[src/sv/dlsq_pkg.sv]
`timescale 1ns / 1ps
package dlsq_pkg;
	localparam int MAX_IMAGES = 8;
	localparam int SLOT_W = 3;
	localparam int CNT_W = 4;

	localparam logic [2:0] REG_CX = 3'd0;
	localparam logic [2:0] REG_CY = 3'd1;
	localparam logic [2:0] REG_CZ = 3'd2;
	localparam logic [2:0] REG_RAD = 3'd3;
	localparam logic [2:0] REG_CNT = 3'd4;

	localparam logic CMD_LOAD = 1'b0;
	localparam logic CMD_QUERY = 1'b1;

	localparam logic [1:0] AXIS_X = 2'd0;
	localparam logic [1:0] AXIS_Y = 2'd1;

	// square root radicand below 2^70, root below 2^35
	localparam int RAD_W = 70;
	localparam int ROOT_W = 36;

	typedef struct packed {
		logic [SLOT_W-1:0] image_slot;
		logic signed [31:0] coord_x;
		logic signed [31:0] coord_y;
		logic signed [31:0] coord_z;
		logic [1:0] ray_axis;
		logic cmd;
	} in_word_t;

	typedef struct packed {
		logic signed [31:0] level_value;
		logic inside_res;
		logic [30:0] ray_distance;
	} out_word_t;

	// controller to datapath
	typedef struct packed {
		logic load_pt;     // capture query point, clear minima
		logic sel_cent;    // select centre k (0 = base)
		logic sq_x;        // square step: dx^2
		logic sq_y;
		logic sq_z;
		logic sqrt_dist;   // start root of distance
		logic sqrt_chord;  // start root of chord
		logic fold;        // fold this centre into minima
		logic [CNT_W-1:0] k;
	} dp_cmd_t;

	// datapath to controller
	typedef struct packed {
		logic sqrt_busy;
	} dp_stat_t;
endpackage

[src/sv/dlsq_ctrl.sv]
`timescale 1ns / 1ps
module dlsq_ctrl import dlsq_pkg::*; (
	input  logic clk,
	input  logic arst_n,
	input  logic cfg_we,
	input  logic [2:0] cfg_index,
	input  logic [31:0] cfg_data,
	input  logic in_valid,
	input  logic in_cmd,
	output logic in_ready,
	output logic out_valid,
	input  logic out_ready,
	input  dp_stat_t stat,
	output dp_cmd_t cmd
);
	typedef enum logic [8:0] {
		S_IDLE = 9'b000000001,
		S_SEL  = 9'b000000010,
		S_SQX  = 9'b000000100,
		S_SQY  = 9'b000001000,
		S_SQZ  = 9'b000010000,
		S_RTD  = 9'b000100000,
		S_RTC  = 9'b001000000,
		S_FOLD = 9'b010000000,
		S_OUT  = 9'b100000000
	} state_t;

	state_t st_q;
	logic [CNT_W-1:0] k_q, n_q, cnt_cfg_q;
	logic wait_q;
	logic take;

	always_ff @(posedge clk or negedge arst_n) begin
		if (!arst_n) cnt_cfg_q <= '0;
		else if (cfg_we && cfg_index == REG_CNT) cnt_cfg_q <= cfg_data[CNT_W-1:0];
	end

	assign in_ready = (st_q == S_IDLE);
	assign take = in_valid && in_ready;
	assign out_valid = (st_q == S_OUT);

	always_ff @(posedge clk or negedge arst_n) begin
		if (!arst_n) begin
			st_q <= S_IDLE;
			k_q <= '0;
			n_q <= '0;
			wait_q <= 1'b0;
		end else begin
			unique case (st_q)
				S_IDLE: if (take && in_cmd == CMD_QUERY) begin
					k_q <= '0;
					n_q <= (cnt_cfg_q > CNT_W'(MAX_IMAGES)) ? CNT_W'(MAX_IMAGES) : cnt_cfg_q;
					st_q <= S_SEL;
				end
				S_SEL: st_q <= S_SQX;
				S_SQX: st_q <= S_SQY;
				S_SQY: st_q <= S_SQZ;
				S_SQZ: begin st_q <= S_RTD; wait_q <= 1'b0; end
				// root unit: start, then wait for done
				S_RTD: if (!wait_q) wait_q <= 1'b1;
					else if (!stat.sqrt_busy) begin st_q <= S_RTC; wait_q <= 1'b0; end
				S_RTC: if (!wait_q) wait_q <= 1'b1;
					else if (!stat.sqrt_busy) begin st_q <= S_FOLD; wait_q <= 1'b0; end
				S_FOLD: if (k_q == n_q) st_q <= S_OUT;
					else begin k_q <= k_q + 1'b1; st_q <= S_SEL; end
				S_OUT: if (out_ready) st_q <= S_IDLE;
				default: st_q <= S_IDLE;
			endcase
		end
	end

	// the table read address is k; hold it stable during SEL
	always_comb begin
		cmd = '0;
		cmd.k = k_q;
		cmd.load_pt = take;
		cmd.sel_cent = (st_q == S_SQX);
		cmd.sq_x = (st_q == S_SQY);
		cmd.sq_y = (st_q == S_SQZ);
		cmd.sq_z = (st_q == S_RTD) && !wait_q;
		cmd.sqrt_dist = (st_q == S_RTD) && !wait_q;
		cmd.sqrt_chord = (st_q == S_RTC) && !wait_q;
		cmd.fold = (st_q == S_FOLD);
	end
endmodule

[config.mk]
export PLATFORM = sky130hd
export DESIGN_NAME = dlsq_ctrl
export DESIGN_NICKNAME = d
export VERILOG_FILES = /design/src/sv/dlsq_pkg.sv /design/src/sv/dlsq_ctrl.sv
export SDC_FILE = /design/constraint.sdc
export NUM_CORES = 1
export LEC_CHECK = 0
export ABC_AREA = 0
export BUFFER_PORTS_ARGS = -buffer_cell sky130_fd_sc_hd__buf_2
export CAP_MARGIN = 20
export CORE_ASPECT_RATIO = 0.75
export CORE_MARGIN = 2
export CORE_UTILIZATION = 40
export CTS_CLUSTER_DIAMETER = 200
export DETAILED_ROUTE_END_ITERATION = 16
export GPL_TIMING_DRIVEN = 0
export PLACE_DENSITY = 0.68
export SETUP_SLACK_MARGIN = 0.02
export SLEW_MARGIN = 20
export SYNTH_ARGS = -nofsm -noshare
export SYNTH_HDL_FRONTEND = slang
export SYNTH_SLANG_ARGS = --single-unit
[constraint.sdc]
create_clock -name clk -period 3.3 [get_ports clk]
set_input_delay 0.495 -clock clk [delete_from_list [all_inputs] [get_ports clk]]
set_output_delay 0.495 -clock clk [all_outputs]
set_load 0.01 [all_outputs]
* Yosys cells after proc, flatten, opt, wreduce, memory -nomap -nowiden *
Cells that the tools add are included.

cells by class
  add/subtract/negate cells = 1
  multiplexer cells = 15
  equality and inequality tests = 18
  reductions and logical operators = 12
  order comparisons = 1

operator list
  cell                 count
  $pmux 9 s9           1
  $mux 9               7
  $mux 4               3
  $ne 2x2->1 const B   5
  $eq 9x1->1 const B   1
  $eq 9x2->1 const B   1
  $eq 9x3->1 const B   1
  $eq 9x4->1 const B   1
  $eq 9x5->1 const B   1
  $eq 9x6->1 const B   1
  $eq 9x7->1 const B   1
  $eq 9x8->1 const B   1
  $eq 9x9->1 const B   1
  $pmux 4 s2           1
  $reduce_and 6->1     1
  $logic_and 1x1->1    5
  $add 4x1->4 const B  1
  $eq 4x4->1           1
  $gt 4x4->1 const B   1
  $ne 2x1->1 const B   2
  $reduce_bool 2->1    2
  $eq 3x3->1 const B   1
  $reduce_and 3->1     1
  $mux 1               2
  4 further kinds      4

storage, ports and cells
  logic and storage cells = 52
  input port bits = 42
  bits in registers = 22
  output and inout port bits = 14

* Longest topological paths before layout *
  depth in word-level cells = 5
  depth in mapped cells = 6
  gate-level depth less buffers = 6

* Worst setup path before layout *
OpenSTA, ideal clock, no wires.

  path type = register to output
  start = reg st_q[7]
  end = out cmd[7] (netlist name)
  buffers on the path = 1
  required time = 2.805 ns
  setup slack = 0.851 ns
  stages on the path, launching flop included = 5
  arrival time = 1.954 ns
  path through = dfrtp_1 -> or4_4 -> or4_4 -> nor3_1 -> buf_4

RTL lines
  element                   line             RTL
  start: declaration        dlsq_ctrl.sv:28  state_t st_q;
  start signal: assignment  dlsq_ctrl.sv:44  st_q <= S_IDLE;
  start signal: assignment  dlsq_ctrl.sv:53  st_q <= S_SEL;
  start signal: assignment  dlsq_ctrl.sv:55  S_SEL: st_q <= S_SQX;
  end: declaration          dlsq_ctrl.sv:14  output dp_cmd_t cmd

==> impl_results.rst <==
.. list-table::
   :header-rows: 1

   * - Metric
     - Value
   * - Result of the run
     - complete, no violations
   * - Placed inst area
     - 1340 sq um
   * - CTS tree
     - built
   * - CTS root buffer
     - clkbuf_8
   * - Core Box Area
     - 2680 sq um
   * - Iteration-0 DRC count of the detailed router
     - 37
   * - First-pass GRT wire length
     - 3800 microns
   * - Top-count cell post-synth
     - dfrtp_1
   * - H-tree level count
     - 1
   * - Die Outline Area
     - 3350 sq um
   * - Cell row count
     - 16
   * - Area of the mapped netlist
     - 1160 sq um
   * - Final weighted congestion of routability-driven global placement
     - 0.784
   * - Max-capacitance violation count
     - 0
   * - Post-synth top area share
     - 0.453
   * - Smallest setup slack after layout
     - 0.544 ns
   * - Remaining global-route overflow
     - 0
   * - Number of endpoints with negative hold slack in the final report
     - 0
   * - DRC
     - 0
   * - Total power
     - 0.802 mW
   * - Num ports
     - 56
   * - Worst Reg-to-Reg Cells
     - 5
   * - Share of synthesized flip-flops with an asynchronous set or reset
     - 1.00
   * - Top flip-flop cell by instance count after synthesis
     - dfrtp_1
   * - Element type at the critical path end
     - output port
   * - Sequential-to-total area share from yosys stat
     - 0.476
   * - Fmax
     - 0.363 GHz
   * - Library cells used by synthesis
     - 38
   * - Total instance count after detailed placement
     - 174
   * - RSZ-0062 raised after global routing
     - false
   * - Most common library cells after synthesis
     - dfrtp_1, nor2_1, mux2_2, nand2b_1, nor3_1
   * - Mean instance size in the synthesized netlist
     - 10.4 sq um
   * - PortBufs
     - 27
   * - Height of the die
     - 50.6 microns
   * - Worst slack, placed
     - 0.842 ns
   * - Routed length per instance
     - 12.2 microns
   * - Hold crit path type
     - primary input to asynchronous set/reset pin
   * - Via count of the first global-routing pass
     - 876
   * - Arrival time of the worst setup path
     - 2.26 ns
   * - Post-Synthesis Net Count
     - 154
   * - Transition time at the pin with the least slew margin
     - 0.565 ns
   * - First-pass iteration count of the detailed router
     - 4
   * - Post-layout nets
     - 186
   * - Total Wirelength
     - 2170 microns
   * - CTS Hold Buffers Added
     - 0
   * - Required time worst endpoint
     - 2.80 ns
   * - Fraction of layout instances using a drive strength above 1
     - 0.317
   * - Skew final
     - 0.00792 ns
   * - Total global routing track utilization
     - 0.147
   * - Number of setup violations in the final report
     - 0
   * - Die Span X
     - 66.2 microns
   * - Detail Route Antenna Nets
     - 0
   * - Critical Path Start Type
     - flop
   * - Initial Utilization
     - 0.432
   * - Post-detailed-route via-to-cell ratio
     - 5.33
   * - Number of antenna violations at the first check in global routing
     - 0
   * - Main area contributors after synthesis
     - dfrtp_1, mux2_2, nand2b_1
   * - Worst reg2reg startpoint
     - st_q[8]
   * - Post-synthesis cell count
     - 111
   * - Layout-stage area growth over the synthesis result
     - 20.3%
   * - Clock-pin slew on the worst setup and hold paths
     - 0.08 ns
   * - Synth Register Bits
     - 22
   * - Slew Viols, Final
     - 0
   * - Yosys synthesis warning count
     - 0
   * - Number of post-CTS setup repair buffers
     - 0
   * - Ant diodes
     - 0
   * - Max VDD drop
     - 0.322 mV
   * - Remaining max-slew budget at the tightest pin
     - 0.620
   * - FF-to-FF setup slack
     - 1.27 ns
   * - Total number of vias
     - 948
   * - Fin cells
     - 178
   * - Endpoint of the worst-slack reg-to-reg timing path
     - k_q[2]
   * - Most area-hungry cell type in the Yosys netlist
     - dfrtp_1
   * - Post-synth EDFFs
     - 0
   * - TritonCTS buffer count
     - 3
   * - Post-CTS sizing
     - 0
   * - Critical Path Fanout Max
     - 8
   * - Type of the setup path with the least slack
     - flop to output port
   * - Cell area after layout
     - 1400 sq um
   * - Largest net degree at the start of global routing
     - 23
   * - Clk sink count
     - 22
   * - Clock Tree Buf Depth
     - 2
   * - Skew-Pair Late Insertion Delay
     - 0.27 ns
   * - Fraction of the cycle the final worst path needs
     - 0.835
   * - Pwr Density
     - 575 nW/um^2
   * - Setup TNS
     - 0 ns
   * - Hpwl dp
     - 1670 microns
   * - Final Critical Period
     - 2.76 ns
   * - Leakage power summed over all cells
     - 0.708 nW
[layout make-up]
class | count | area, sq um
Tap cell | 36 | 45.0
Multi-Input combinational cell | 82 | 574
Buffer | 2 | 15.0
Timing Repair Buffer | 27 | 135
Sequential cell | 22 | 552
Clock buffer | 4 | 55.1
Inverter | 5 | 18.8
Fill cell | 255 | 1290
[cells in the final DEF (no fill, tap or decap), types with 5 or more instances in the layout]
| cell type | netlist | layout |
|---|---|---|
| buf_2 | 0 | 27 |
| dfrtp_1 | 21 | 21 |
| nor2_1 | 10 | 10 |
| nor3_1 | 6 | 6 |
| nand2b_1 | 6 | 6 |
| mux2_2 | 6 | 6 |
| inv_1 | 5 | 5 |
| o21ai_0 | 5 | 5 |
| nand2_1 | 5 | 5 |
[metrics by stage]
stage	hold WS, ns	utilization
after CTS	0.199	0.520
after detailed placement	0.492	0.500
after floorplan	0.199	-
after global placement	0.488	0.500
final	0.179	0.520
after global routing	0.208	0.520
[worst max-delay path: stages, from the launching register on]
cell	delay [ns]
dfrtp_1	0.47
or4_4	0.56
or4_4	0.46
nor3_1	0.24
buf_4	0.14
buf_2	0.11
[per-layer routing]
layer	global-route usage	routed length, microns	up-vias
met3	0.0269	120	2
met5	0	0	-
met4	0.0544	19	0
li1	-	-	471
met1	0.200	1070	441
met2	0.233	965	34
[flip-flops by register name (all words and copies together) (netlist names)]
name,count
st_q,9
cnt_cfg_q,4
k_q,4
n_q,4
wait_q,1
[worst max path at each step]
stage | startpoint | endpoint | slack, ns | depth (start not counted)
6_report | st_q[7] | cmd[7] | 0.54 | 5
2_1_floorplan | st_q[7] | cmd[7] | 0.85 | 4
4_1_cts | st_q[7] | cmd[7] | 0.54 | 5
3_5_place_dp | st_q[7] | cmd[7] | 0.84 | 5
5_1_grt | st_q[7] | cmd[7] | 0.42 | 5
3_3_place_gp | st_q[7] | cmd[7] | 0.87 | 5
[logic make-up after synthesis]
kind of cell / after synthesis / share of synthesized area
compound gates: 18 / 0.119
xor+xnor: 7 / 0.0529
fa+ha+maj: 1 / 0.0108
buf+inv: 7 / 0.0291
flops: 22 / 0.476
mux: 7 / 0.0669
simple gates: 49 / 0.246
[power breakdown]
group / internal [mW] / switching, mW
clock network: 0.106 / 0.0867
registers: 0.327 / 0.0446
logic: 0.123 / 0.114
total: 0.557 / 0.245
(Power assumes the default switching activity.)
